$ cat src/rtl/dqs_pkg.sv
`timescale 1ns / 1ps

package dqs_pkg;

   typedef enum logic [2:0] {
      OP_PUSH_BACK  = 3'd0,
      OP_POP_BACK   = 3'd1,
      OP_PUSH_FRONT = 3'd2,
      OP_POP_FRONT  = 3'd3,
      OP_READ       = 3'd4
   } op_type;

   typedef enum logic [1:0] {
      ST_OK    = 2'd0,
      ST_FULL  = 2'd1,
      ST_EMPTY = 2'd2,
      ST_INDEX = 2'd3
   } status_type;

   localparam int unsigned WORD_W  = 64;
   localparam int unsigned INDEX_W = 8;
   localparam int unsigned COUNT_W = 9;

endpackage

$ cat src/rtl/dqs_control.sv
`timescale 1ns / 1ps

module dqs_control
   import dqs_pkg::*;
#(
   parameter int unsigned CAPACITY = 256,
   parameter int unsigned ADDR_W   = 8,
   parameter int unsigned CNT_W    = 9
) (
   input  logic               clock,
   input  logic               reset,
   input  logic               start,
   output logic               busy,
   input  logic [2:0]         req_op,
   input  logic [WORD_W-1:0]  req_value,
   input  logic [INDEX_W-1:0] req_index,
   output logic               wr_en,
   output logic [ADDR_W-1:0]  wr_addr,
   output logic [WORD_W-1:0]  wr_data,
   output logic [ADDR_W-1:0]  rd_addr,
   input  logic [WORD_W-1:0]  rd_data,
   output logic               rsp_strobe,
   output logic [WORD_W-1:0]  rsp_read_value,
   output logic [1:0]         rsp_status,
   output logic [COUNT_W-1:0] rsp_count
);

   localparam int unsigned XW = (CNT_W > INDEX_W) ? CNT_W : INDEX_W;
   localparam logic [ADDR_W:0]   CAP_SUM  = (ADDR_W + 1)'(CAPACITY);
   localparam logic [ADDR_W-1:0] LAST     = ADDR_W'(CAPACITY - 1);
   localparam logic [CNT_W-1:0]  CAP_CNT  = CNT_W'(CAPACITY);

   logic [ADDR_W-1:0] front_ff, front_in;
   logic [CNT_W-1:0]  count_ff, count_in;
   logic              busy_ff;
   logic              rsp_strobe_ff;
   logic              rd_ok_ff, rd_ok_in;
   status_type        status_ff, status_in;
   logic [COUNT_W-1:0] rsp_count_ff;

   logic              accept;
   logic              full, empty;
   logic [XW-1:0]     index_x, count_x;
   logic [ADDR_W-1:0] logical;
   logic [ADDR_W:0]   slot_sum;
   logic [ADDR_W-1:0] slot;
   logic [ADDR_W-1:0] front_dec, front_inc;

   assign accept  = start && !busy_ff;
   assign full    = (count_ff == CAP_CNT);
   assign empty   = (count_ff == '0);
   assign index_x = XW'(req_index);
   assign count_x = XW'(count_ff);

   assign front_dec = (front_ff == '0) ? LAST : front_ff - ADDR_W'(1);
   assign front_inc = (front_ff == LAST) ? '0 : front_ff + ADDR_W'(1);

   always_comb begin
      if (req_op == OP_READ) begin
         logical = index_x[ADDR_W-1:0];
      end else begin
         logical = count_ff[ADDR_W-1:0];
      end
      slot_sum = {1'b0, front_ff} + {1'b0, logical};
      if (slot_sum >= CAP_SUM) begin
         slot_sum = slot_sum - CAP_SUM;
      end
      slot = slot_sum[ADDR_W-1:0];
   end

   always_comb begin
      front_in  = front_ff;
      count_in  = count_ff;
      status_in = ST_OK;
      rd_ok_in  = 1'b0;
      wr_en     = 1'b0;
      wr_addr   = slot;
      case (req_op)
         OP_PUSH_BACK: begin
            if (full) begin
               status_in = ST_FULL;
            end else begin
               wr_en    = accept;
               count_in = count_ff + CNT_W'(1);
            end
         end
         OP_POP_BACK: begin
            if (empty) begin
               status_in = ST_EMPTY;
            end else begin
               count_in = count_ff - CNT_W'(1);
            end
         end
         OP_PUSH_FRONT: begin
            wr_addr = front_dec;
            if (full) begin
               status_in = ST_FULL;
            end else begin
               wr_en    = accept;
               front_in = front_dec;
               count_in = count_ff + CNT_W'(1);
            end
         end
         OP_POP_FRONT: begin
            if (empty) begin
               status_in = ST_EMPTY;
            end else begin
               front_in = front_inc;
               count_in = count_ff - CNT_W'(1);
            end
         end
         OP_READ: begin
            if (index_x >= count_x) begin
               status_in = ST_INDEX;
            end else begin
               rd_ok_in = 1'b1;
            end
         end
         default: begin
         end
      endcase
   end

   assign wr_data = req_value;
   assign rd_addr = slot;

   always_ff @(posedge clock) begin
      if (reset) begin
         front_ff      <= '0;
         count_ff      <= '0;
         busy_ff       <= 1'b1;
         rsp_strobe_ff <= 1'b0;
      end else begin
         busy_ff       <= 1'b0;
         rsp_strobe_ff <= accept;
         if (accept) begin
            front_ff <= front_in;
            count_ff <= count_in;
         end
      end
   end

   always_ff @(posedge clock) begin
      if (accept) begin
         rd_ok_ff     <= rd_ok_in;
         status_ff    <= status_in;
         rsp_count_ff <= COUNT_W'(count_in);
      end
   end

   assign busy           = busy_ff;
   assign rsp_strobe     = rsp_strobe_ff;
   assign rsp_read_value = rd_ok_ff ? rd_data : '0;
   assign rsp_status     = status_ff;
   assign rsp_count      = rsp_count_ff;

endmodule

$ cat config.mk
export PLATFORM = sky130hd
export DESIGN_NAME = dqs_control
export DESIGN_NICKNAME = d
export VERILOG_FILES = /design/src/rtl/dqs_pkg.sv /design/src/rtl/dqs_control.sv
export SDC_FILE = /design/constraint.sdc
export NUM_CORES = 1
export LEC_CHECK = 0
export BUFFER_PORTS_ARGS = -buffer_cell sky130_fd_sc_hd__buf_2
export CAP_MARGIN = 10
export CORE_AREA = 2 2 116 118
export DETAILED_ROUTE_END_ITERATION = 7
export DIE_AREA = 0 0 118 120
export PLACE_DENSITY_LB_ADDON = 0.08
export REMOVE_ABC_BUFFERS = 1
export SLEW_MARGIN = 30
export SYNTH_ARGS = -nofsm -noshare
export SYNTH_HDL_FRONTEND = slang
export SYNTH_SLANG_ARGS = --single-unit
export TNS_END_PERCENT = 5
$ cat constraint.sdc
create_clock -name clock -period 5.3 [get_ports clock]
set_input_delay 0.265 -clock clock [delete_from_list [all_inputs] [get_ports clock]]
set_output_delay 0.265 -clock clock [all_outputs]
set_load 0.02 [all_outputs]
After elaboration in Yosys (flattened, before gate mapping)
Index checks and enable logic that the tools add are counted.
- logic and storage cells: 52
- output and inout port bits: 158
- register bits after elaboration: 31
- reductions and logical operators: 9
- magnitude comparators: 2
- equality and inequality tests: 8
- add/subtract/negate cells: 6
- multiplexer cells: 20
- operator list (cell ; number):
    two-way mux 64 bit ; 1
    two-way mux 8 bit ; 7
    two-way mux 9 bit ; 2
    one-hot mux 9 bit (2 select lines) ; 1
    one-hot mux 8 bit (2 select lines) ; 1
    subtractor 8 x 1 -> 8 bit (second input constant) ; 2
    adder 8 x 8 -> 9 bit ; 1
    adder 9 x 1 -> 9 bit (second input constant) ; 1
    == test 9 bit (second input constant) ; 1
    >= comparator 8 x 9 -> 1 bit ; 1
    >= comparator 9 bit (second input constant) ; 1
    zero test 9 bit ; 1
    subtractor 9 x 1 -> 9 bit (second input constant) ; 1
    adder 8 x 1 -> 8 bit (second input constant) ; 1
    == test 8 bit (second input constant) ; 1
    zero test 8 bit ; 1
    == test 3 x 2 -> 1 bit (second input constant) ; 2
    one-hot mux 2 bit (3 select lines) ; 1
    two-way mux 1 bit ; 5
    two-way mux 2 bit ; 2
    inequality test 2 bit (second input constant) ; 2
    AND reduction 4 bit ; 1
    OR reduction 2 bit ; 2
    == test 3 x 1 -> 1 bit (second input constant) ; 1
    other kinds (5) ; 5

Longest topological paths before layout
Gate-level depths: netlist (run 1).
- depth after elaboration: 6
- mapped depth: 12

Worst setup path after synthesis (run 1)
OpenSTA, ideal clock, no wires.
- path type: input -> output
- start point: in req_op[2]
- end point: out wr_addr[4]
- data required time: 5.035 ns
- setup slack: 2.035 ns
- data arrival time: 3.000 ns
- buffers on the path: 2
- stages: 11
- cell sequence: clkbuf_1 nor3b_2 clkbuf_1 o21ai_0 ha_1 fa_1 a21o_1 a21oi_1 xnor2_1 nor2_1 a31oi_1
- longest elaborated chain between the ends: 6
- elaborated cells between the ends (all ways): 8
- those cells by class: add/sub (2); order compare (1); eq/ne (2); mux (3)
- ends and longest elaborated chain (what ; line ; source):
    from (decl) ; dqs_control.sv:14 ; input logic [2:0] req_op,
    == test 3 bit (*) ; dqs_control.sv:59 ; if (req_op == OP_READ) begin
    two-way mux 8 bit (*) ; dqs_control.sv:59 ;
    adder 8 x 8 -> 9 bit (*) ; dqs_control.sv:64 ; slot_sum = {1'b0, front_ff} + {1'b0, logical};
    subtractor 8 x 1 -> 8 bit / >= comparator 9 bit (equally long branches) ; dqs_control.sv:66, dqs_control.sv:65 ;
    two-way mux 8 bit (*) ; dqs_control.sv:65 ; if (slot_sum >= CAP_SUM) begin
    named net rd_addr[4] ; dqs_control.sv:20 ; output logic [ADDR_W-1:0] rd_addr,
    two-way mux 8 bit (*) ; dqs_control.sv:78 ; case (req_op)
    to (decl) ; dqs_control.sv:18 ; output logic [ADDR_W-1:0] wr_addr,
Mark *: on every way through the listed nets, which the timed path passes. The rest lies on a longest branch.

Final worst setup path (run 1)
- start point: in req_op[2]
- end point: out wr_addr[6]
- longest elaborated chain between the ends: 6
- elaborated cells between the ends (all ways): 8
- those cells by class: add/sub (2); order compare (1); eq/ne (2); mux (3)
- ends and longest elaborated chain (what ; line):
    == test 3 bit ; dqs_control.sv:59
    two-way mux 8 bit ; dqs_control.sv:59
    adder 8 x 8 -> 9 bit ; dqs_control.sv:64
    subtractor 8 x 1 -> 8 bit / >= comparator 9 bit (equally long branches) ; dqs_control.sv:66, dqs_control.sv:65
    two-way mux 8 bit ; dqs_control.sv:65
    two-way mux 8 bit (*) ; dqs_control.sv:78
Every way passes the cells marked *; elsewhere a longest branch is shown, timed or not.

==> results.txt, run 1 <==
----------------------------------------------------
[Drt]
  Wire length per cell ... 32.33 um
  DRC ... 0
  Via total after detailed routing ... roughly 3,900
  DRC violation total after the first TritonRoute iteration ... about 250
  Post-route antenna net violation count ... 0
  Final wirelength ... 23,960 um
  Via-per-instance ratio ... between 5 and 6
  Number of optimization iterations in the first detailed-route pass ... 7

[Synth]
  Number of flops mapped to enable cells by yosys ... 12
  Share of flip-flops with an asynchronous set or reset ... 0%
  Unique cell type count in the Yosys netlist ... 56
  Ranking of synthesized cells by area ... buf_4 13%, and2_1 12%, dfxtp_1 11%
  Most used flip-flop cell after synthesis ... dfxtp_1
  Share of synthesized area occupied by flip-flops and latches ... between 20 and 25%
  Share of the synthesized area in the top cell type ... 13.50%
  Top cell type by total area after synthesis ... buf_4
  Synth Cell Area ... between 3000 and 4000 sq um
  Yosys reg bits ... 31
  Post-Syn Area per Cell ... 7.594 sq um
  Ys Warns ... 0
  Gate count after technology mapping ... 476

[Timing]
  Clk_skew ... between 0.004 and 0.005 ns
  Minimum period implied by the final worst setup slack ... 3.503 ns
  Final sum of negative setup slack ... 0 ns
  Max Clk Rate ... about 0.29 GHz
  Relative max-transition margin ... slightly below 40%
  Final hold violations ... 0
  Period utilization ... 66.09%
  Slew Viols, Final ... 0
  Setup repair after global routing missed its margin ... false
  Worst-Margin Slew ... around 0.91 ns
  Final setup violation count ... 0

[Clocking]
  Quantity of hold-fixing buffers added after cts ... 0
  Clock input transition at the sequential cells of the worst setup and hold paths ... around 0.05 ns
  TritonCTS clock tree ... done
  Maximum level of the CTS H-tree ... 2
  Post-CTS setup-driven buffer insertion count ... 0
  Post-CTS Resized ... 0
  Bufs on Longest Clock Path ... 2
  Clock latency at the later pin of the worst-skew pair ... between 0.2 and 0.3 ns
  Clock tree root buffer cell ... clkbuf_16
  CTS sink count ... 31
  Cts bufs inserted ... 5

[Setup path]
  Highest fanout seen on the critical path ... 19
  Critical path cell sequence ... buf_2 -> nor3b_2 -> o21ai_0 -> ha_1 -> fa_1 -> a21o_1 -> a21oi_1 -> o21ai_0 -> and3_1 -> a21o_1 -> buf_2
  Critical path's largest stage delay ... about 0.8 ns
  Startpoint types ... input pin
  Endpoint required time on the critical path ... about 5.0 ns
  Kind of capture point of the worst setup path ... primary output
  Type of the worst setup path ... in2out
  CP max-delay cell ... nor3b_2
  Arrival time of data at the critical path endpoint ... roughly 3.2 ns

[Pwr]
  Proportion of power drawn by combinational gates ... roughly 37%
  Net switching power ... between 300 and 400 uW
  Cell area power density ... roughly 210 nW/um^2
  Share of power burned in registers ... approximately a third
  Worst IR Drop VDD ... between 0.1 and 0.15 mV
  Proportion of total power due to net switching ... a little under two fifths
  Internal power consumption ... ~560 uW
  Leakage power of the design ... 1.956 nW
  Share of power burned in the clock network ... about a third

[Floorplanning]
  Overall die area ... around 14,000 sq um
  Horiz. Die Dim ... about 120 um
  Total I/O pin count ... 300
  Starting Density ... 27.85%
  Vertical extent of the die ... between 100 and 150 um
  Number of placement rows ... 42
  Placeable core region ... 12,980 sq um

[Cells and area]
  Layout Utilization ... roughly 33%
  Area added between synthesis and finish ... 17.45%
  # nets final ... between 700 and 800
  Number of filler instances in the final layout ... about 1,500
  Share of layout cells above drive strength 1 ... approximately a third
  Count of antenna diodes in the layout ... 0

[Placed design]
  Routability congestion estimate from global placement ... a little under 1
  Detailed placement HPWL ... roughly 21,000 um
  Total of buffers placed on input and output ports ... about 170

[Status]
  Run status ... completed

[GRT]
  GRT Resource Usage Total ... 33.15%
  Largest net degree at the start of global routing ... between 60 and 70
  Vias in the first global route ... 3,606
  Number of antenna violations at the first check in global routing ... 0
  Global-route wire length before repair ... roughly 32,000 um
  GRT Residual Overflow ... 0

[Flow run]
  Max capacitance violation total ... 0

[Hold path]
  Hold Path Class ... in2reg

----------------------------------------------------
final cells by class:
type / count / area, sq um / share of cell area, %
clock inverters: 1 / 5.005 / 0.1179
well taps: 176 / 220.2 / 5.187
repair buffers: 172 / 863.3 / 20.34
clock buffers: 7 / 132.6 / 3.124
inverters: 15 / 56.30 / 1.326
flip-flops and latches: 31 / 740.7 / 17.45
multi-input cells: 339 / 2227 / 52.46
worst max-delay path, delay by kind of cell:
family	cells	cell delay (ns)
AO/OA/AOI/OAI	5	0.86
adder cells (fa/ha/maj)	2	0.66
buffers and inverters	2	0.44
AND/OR/NAND/NOR	2	1.01
worst paths after layout:
| path | startpoint | endpoint | slack (ns) | depth (start not counted) |
|---|---|---|---|---|
| worst max-delay path | req_op[2] | wr_addr[6] | 1.80 | 11 |
| worst min-delay path | start | rsp_strobe$_SDFF_PP0_ | 0.38 | 3 |
| worst max register to register | count_ff[1]$_SDFFE_PP0P_ | front_ff[0]$_SDFFE_PP0P_ | 2.69 | 6 |
| worst min register to register | count_ff[0]$_SDFFE_PP0P_ | count_ff[0]$_SDFFE_PP0P_ | 0.58 | 2 |
per-layer routing:
metal  global-route usage [%]  part of all wire [%]  vias to the layer above
met5                    4.779                  0.34                        -
li1                         -                     -                     1765
met2                    61.74                    53                      289
met1                    21.90                    23                     1776
met3                    24.10                    16                       50
met4                    23.19                   8.0                        2
cells in the final DEF, fill, tap and decap left out, types with 7 or more instances in the layout:
master    instances
or3_1             7
dfxtp_1          19
a21oi_1          26
o21ai_0          25
ha_1             21
nor3_1           15
nor2_1           30
xnor2_1          17
inv_1            15
nand2_1          27
and2_1           67
buf_2           171
edfxtp_1         12
nand3_1          11
cells by family (layout without fill, tap and decap cells):
kind of cell / after synthesis / after routing / share of synthesized area [%]
DFF: 31 / 31 / 20.49
adders and majority gates: 22 / 22 / 7.823
xor gates and xnor gates: 20 / 20 / 4.846
muxes: 2 / 2 / 0.5538
and+or+nand+nor: 197 / 197 / 30.60
AOI/OAI and AO/OA: 98 / 98 / 17.62
buffers and inverters: 106 / 195 / 18.07
Yosys cell counts (2+ instances only):
cell type / instances
a211oi_1: 5
a21o_1: 6
a21oi_1: 26
a21oi_2: 2
a31oi_1: 6
and2_1: 67
and3_1: 2
buf_2: 3
buf_4: 65
clkbuf_1: 22
dfxtp_1: 19
edfxtp_1: 12
ha_1: 21
inv_1: 15
mux2i_1: 2
nand2_1: 27
nand2b_1: 6
nand3_1: 11
nand3b_1: 2
nand4_1: 4
nor2_1: 30
nor2b_1: 2
nor3_1: 15
nor3_2: 2
nor3b_1: 6
nor4_1: 4
o211ai_1: 3
o21a_1: 2
o21ai_0: 25
o22ai_1: 3
o311ai_0: 3
o311ai_2: 2
o31a_1: 2
o31ai_1: 6
or3_1: 7
or3b_2: 2
or4_1: 2
xnor2_1: 17
xor2_1: 3
power by group through the flow:
stage          clock, mW  combinational (mW)  sequential [mW]
3_3_place_gp           0               0.329            0.285
5_1_grt            0.294               0.359            0.282
6_report           0.281               0.330            0.280
4_1_cts            0.286               0.331            0.280
2_1_floorplan          0               0.195            0.289
3_5_place_dp           0               0.328            0.285
metrics by stage:
stage          setup slack [ns]  hold slack, ns  power, mW  instance area [sq um]  instances
2_1_floorplan             2.289          0.2927     0.4847                   3018        385
3_3_place_gp              1.840          0.5302     0.6136                   4101        733
3_5_place_dp              1.780          0.5302     0.6129                   4101        733
4_1_cts                   1.774          0.3847     0.8969                   4239        741
5_1_grt                   1.499          0.4186     0.9356                   4245        741
6_report                  1.797          0.3818     0.8910                   4245        741
flip-flops by register name, summed over array words and instances (netlist names):
register    count
count_ff        9
rsp_count       9
front_ff        8
rsp_status      2
busy            1
rd_ok_ff        1
rsp_strobe      1
Note: power is estimated with default switching activity, not from simulation.
==> run 2: changes to the inputs <==
--- a/config.mk
+++ b/config.mk
@@ -5,6 +5,7 @@
 export SDC_FILE = /design/constraint.sdc
 export NUM_CORES = 1
 export LEC_CHECK = 0
+export ABC_AREA = 1
 export BUFFER_PORTS_ARGS = -buffer_cell sky130_fd_sc_hd__buf_2
 export CAP_MARGIN = 10
 export CORE_AREA = 2 2 116 118
==> constraint.sdc (replaced) <==
create_clock -name clock -period 3.6 [get_ports clock]
set_input_delay 0.18 -clock clock [delete_from_list [all_inputs] [get_ports clock]]
set_output_delay 0.18 -clock clock [all_outputs]
set_load 0.02 [all_outputs]
==> results.txt, run 2 <==
----------------------------------------------------
[Setup path]
  Endpoint required time on the critical path ... 3.42 ns (-1.62 ns)
  Register-to-register path setup slack ... 1.39 ns (-1.30 ns)
  Kind of capture point of the worst setup path ... primary output
  Number of cell instances on the worst register-to-register path ... 8 (+2)
  Type of the worst setup path ... in2out
  R2R Path Start ... count_ff[4]$_SDFFE_PP0P_
  Highest fanout seen on the critical path ... 13 (-6)
  Crit Reg-Reg Endpoint ... rsp_status[1]$_DFFE_PP_
  Startpoint of the worst setup timing path ... req_op[2]
  Arrival time of data at the critical path endpoint ... 2.55 ns (-0.69 ns)
  Startpoint types ... input pin

[Clocking]
  Post-CTS Resized ... 0 (unchanged)
  CTS sink count ... 31 (unchanged)
  Clock input transition at the sequential cells of the worst setup and hold paths ... 0.05 ns (about the same)
  Clock tree root buffer cell ... clkbuf_16
  Bufs on Longest Clock Path ... 2 (unchanged)
  Post-CTS setup-driven buffer insertion count ... 0 (unchanged)
  Cts bufs inserted ... 5 (unchanged)
  TritonCTS clock tree ... done
  Clock latency at the later pin of the worst-skew pair ... 0.28 ns (about the same)
  Maximum level of the CTS H-tree ... 2 (unchanged)
  Quantity of hold-fixing buffers added after cts ... 0 (unchanged)

[Synth]
  Top cells by count, synth ... 194 x nand2_1, 112 x inv_1, 65 x buf_4
  Share of flip-flops with an asynchronous set or reset ... 0% (unchanged)
  Gate count after technology mapping ... 641 (+35%)
  Most numerous cell in the Yosys netlist ... nand2_1
  Number of flops mapped to enable cells by yosys ... 12 (unchanged)
  Synth Cell Area ... 3879 sq um (+7.3%)
  Unique cell type count in the Yosys netlist ... 34 (-39%)
  Ranking of synthesized cells by area ... nand2_1 19%, buf_4 13%, inv_1 11%
  Ys Warns ... 0 (unchanged)
  Yosys reg bits ... 31 (unchanged)
  Share of synthesized area occupied by flip-flops and latches ... 19.10% (-1.4 points)
  Post-Syn Area per Cell ... 6.051 sq um (-20%)
  Top cell type by total area after synthesis ... nand2_1
  Share of the synthesized area in the top cell type ... 18.77% (+5.3 points)
  Most used flip-flop cell after synthesis ... dfxtp_1

[Cells and area]
  Most common cell after layout, fill and taps aside ... nand2_1
  Final instance count without filler cells ... 919 (+24%)
  Number of filler instances in the final layout ... 1,456 (+0.14%)
  Leading cell types in the layout, fill and taps excluded ... 194 x nand2_1, 171 x buf_2, 112 x inv_1, 48 x nand3_1, 46 x nor2_1
  Share of layout cells above drive strength 1 ... 27.73% (-6.3 points)
  # nets final ... 906 (+24%)
  Layout Utilization ... 35.24% (+2.5 points)
  Count of antenna diodes in the layout ... 0 (unchanged)
  Layout Cell Area excl Fill ... 4574 sq um (+7.8%)
  Area added between synthesis and finish ... 17.94%

[Floorplanning]
  Vertical extent of the die ... 120 um (unchanged)
  Placeable core region ... 12,980 sq um (unchanged)
  Horiz. Die Dim ... 118 um (unchanged)
  Number of placement rows ... 42 (unchanged)
  Starting Density ... 29.88% (+2.0 points)
  Overall die area ... 14,160 sq um (unchanged)
  Total I/O pin count ... 300 (unchanged)

[Timing]
  Clk_skew ... 0.004823 ns (+0.0001497 ns)
  Post-layout worst setup margin ... 0.8695 ns (-0.9277 ns)
  Final hold violations ... 0 (unchanged)
  Worst-Margin Slew ... 0.6642 ns (-0.2478 ns)
  Period utilization ... 75.85%
  Worst hold margin ... 0.2067 ns (-0.1751 ns)
  Minimum period implied by the final worst setup slack ... 2.731 ns
  Relative max-transition margin ... 55.25% (+16 points)
  Max Clk Rate ... 0.3662 GHz
  Slew Viols, Final ... 0 (unchanged)
  Setup repair after global routing missed its margin ... false
  Final sum of negative setup slack ... 0 ns (unchanged)
  Final setup violation count ... 0 (unchanged)

[Drt]
  Wire length per cell ... 24.39 um (-25%)
  Post-route antenna net violation count ... 0 (unchanged)
  DRC violation total after the first TritonRoute iteration ... 222 (-12%)
  Via-per-instance ratio ... 4.803 (-8.3%)
  DRC ... 0 (unchanged)
  Number of optimization iterations in the first detailed-route pass ... 5 (-2)
  Via total after detailed routing ... 4,414 (+14%)
  Final wirelength ... 22,410 um (-6.5%)

[Pwr]
  Cell area power density ... 293.7 nW/um^2 (+40%)
  Leakage power of the design ... 2.988 nW (+53%)
  Worst IR Drop VDD ... 0.1706 mV (+44%)
  Post-layout total power ... 1.344 mW (+51%)

[Placed design]
  Number of cells after detailed placement ... 911 (+24%)
  Total of buffers placed on input and output ports ... 171 (unchanged)
  Worst-case setup slack after placement ... 0.9099 ns (-0.8704 ns)
  Detailed placement HPWL ... 19,820 um (-7.2%)
  Placed cell areas ... 4427 sq um (+7.9%)
  Routability congestion estimate from global placement ... 1.070 (+7.7%)

[Hold path]
  Endpoint, Worst Hold ... busy$_DFF_P_
  Hold Path Class ... in2reg
  Hold Crit Start ... reset
  Hold path depth ... 1 (-2)

[Status]
  Run status ... completed

[GRT]
  GRT Resource Usage Total ... 31.08% (-2.1 points)
  Number of antenna violations at the first check in global routing ... 0 (unchanged)
  Vias in the first global route ... 4,041 (+12%)
  Global-route wire length before repair ... 30,870 um (-2.2%)
  GRT Residual Overflow ... 0 (unchanged)
  Largest net degree at the start of global routing ... 24 (-63%)

[Flow run]
  Max capacitance violation total ... 0 (unchanged)

----------------------------------------------------
==> run 2: final cells by class <==
type / instances / area, sq um / area share, %
flip-flops and latches: 31 / 740.7 / 16.19
repair buffers: 177 / 908.4 / 19.86
inverters: 115 / 445.4 / 9.737
multi-input cells: 412 / 2112 / 46.17
clock buffers: 7 / 142.6 / 3.118
clock inverters: 1 / 5.005 / 0.1094
well taps: 176 / 220.2 / 4.814
==> run 2: worst max path at each step <==
stage | endpoint | slack [ns] | cells past startpoint
2_1_floorplan | wr_addr[2] | 1.23 | 8
3_3_place_gp | rd_addr[6] | 0.99 | 14
3_5_place_dp | rd_addr[6] | 0.91 | 14
4_1_cts | rd_addr[6] | 0.90 | 14
5_1_grt | wr_addr[7] | 0.60 | 13
6_report | rd_addr[6] | 0.87 | 13
==> run 2: critical path, cell delays in order <==
cell     delay (ns)
buf_2          0.23
nand3_1        0.30
inv_1          0.35
o21ai_0        0.23
fa_1           0.48
nand3_1        0.09
nand2_1        0.08
nand2_1        0.07
nand2_1        0.05
nand2_1        0.09
nand3_1        0.09
and2_1         0.16
buf_2          0.15
==> run 2: report_power, final <==
part | internal, mW | total, mW | switching (mW)
combinational | 0.175 | 0.501 | 0.327
clock | 0.274 | 0.428 | 0.154
sequential | 0.386 | 0.414 | 0.0282
total | 0.835 | 1.34 | 0.509
==> run 2: cell families after synthesis <==
family | after synthesis | share of synthesized area [%]
flops | 31 | 19.10
simple gates | 332 | 38.26
fa+ha+maj | 22 | 7.290
xor+xnor | 11 | 2.484
compound gates | 47 | 6.420
buf+inv | 198 | 26.45
==> run 2: layer usage <==
metal  vias to the layer above  GRT usage (%)  routed length [um]
met5                         -          2.941                  57
met4                         2          17.24                1463
met3                        42          21.01                3273
met2                       326          57.19               11560
met1                      1930          23.90                6057
li1                       2114              -                   -
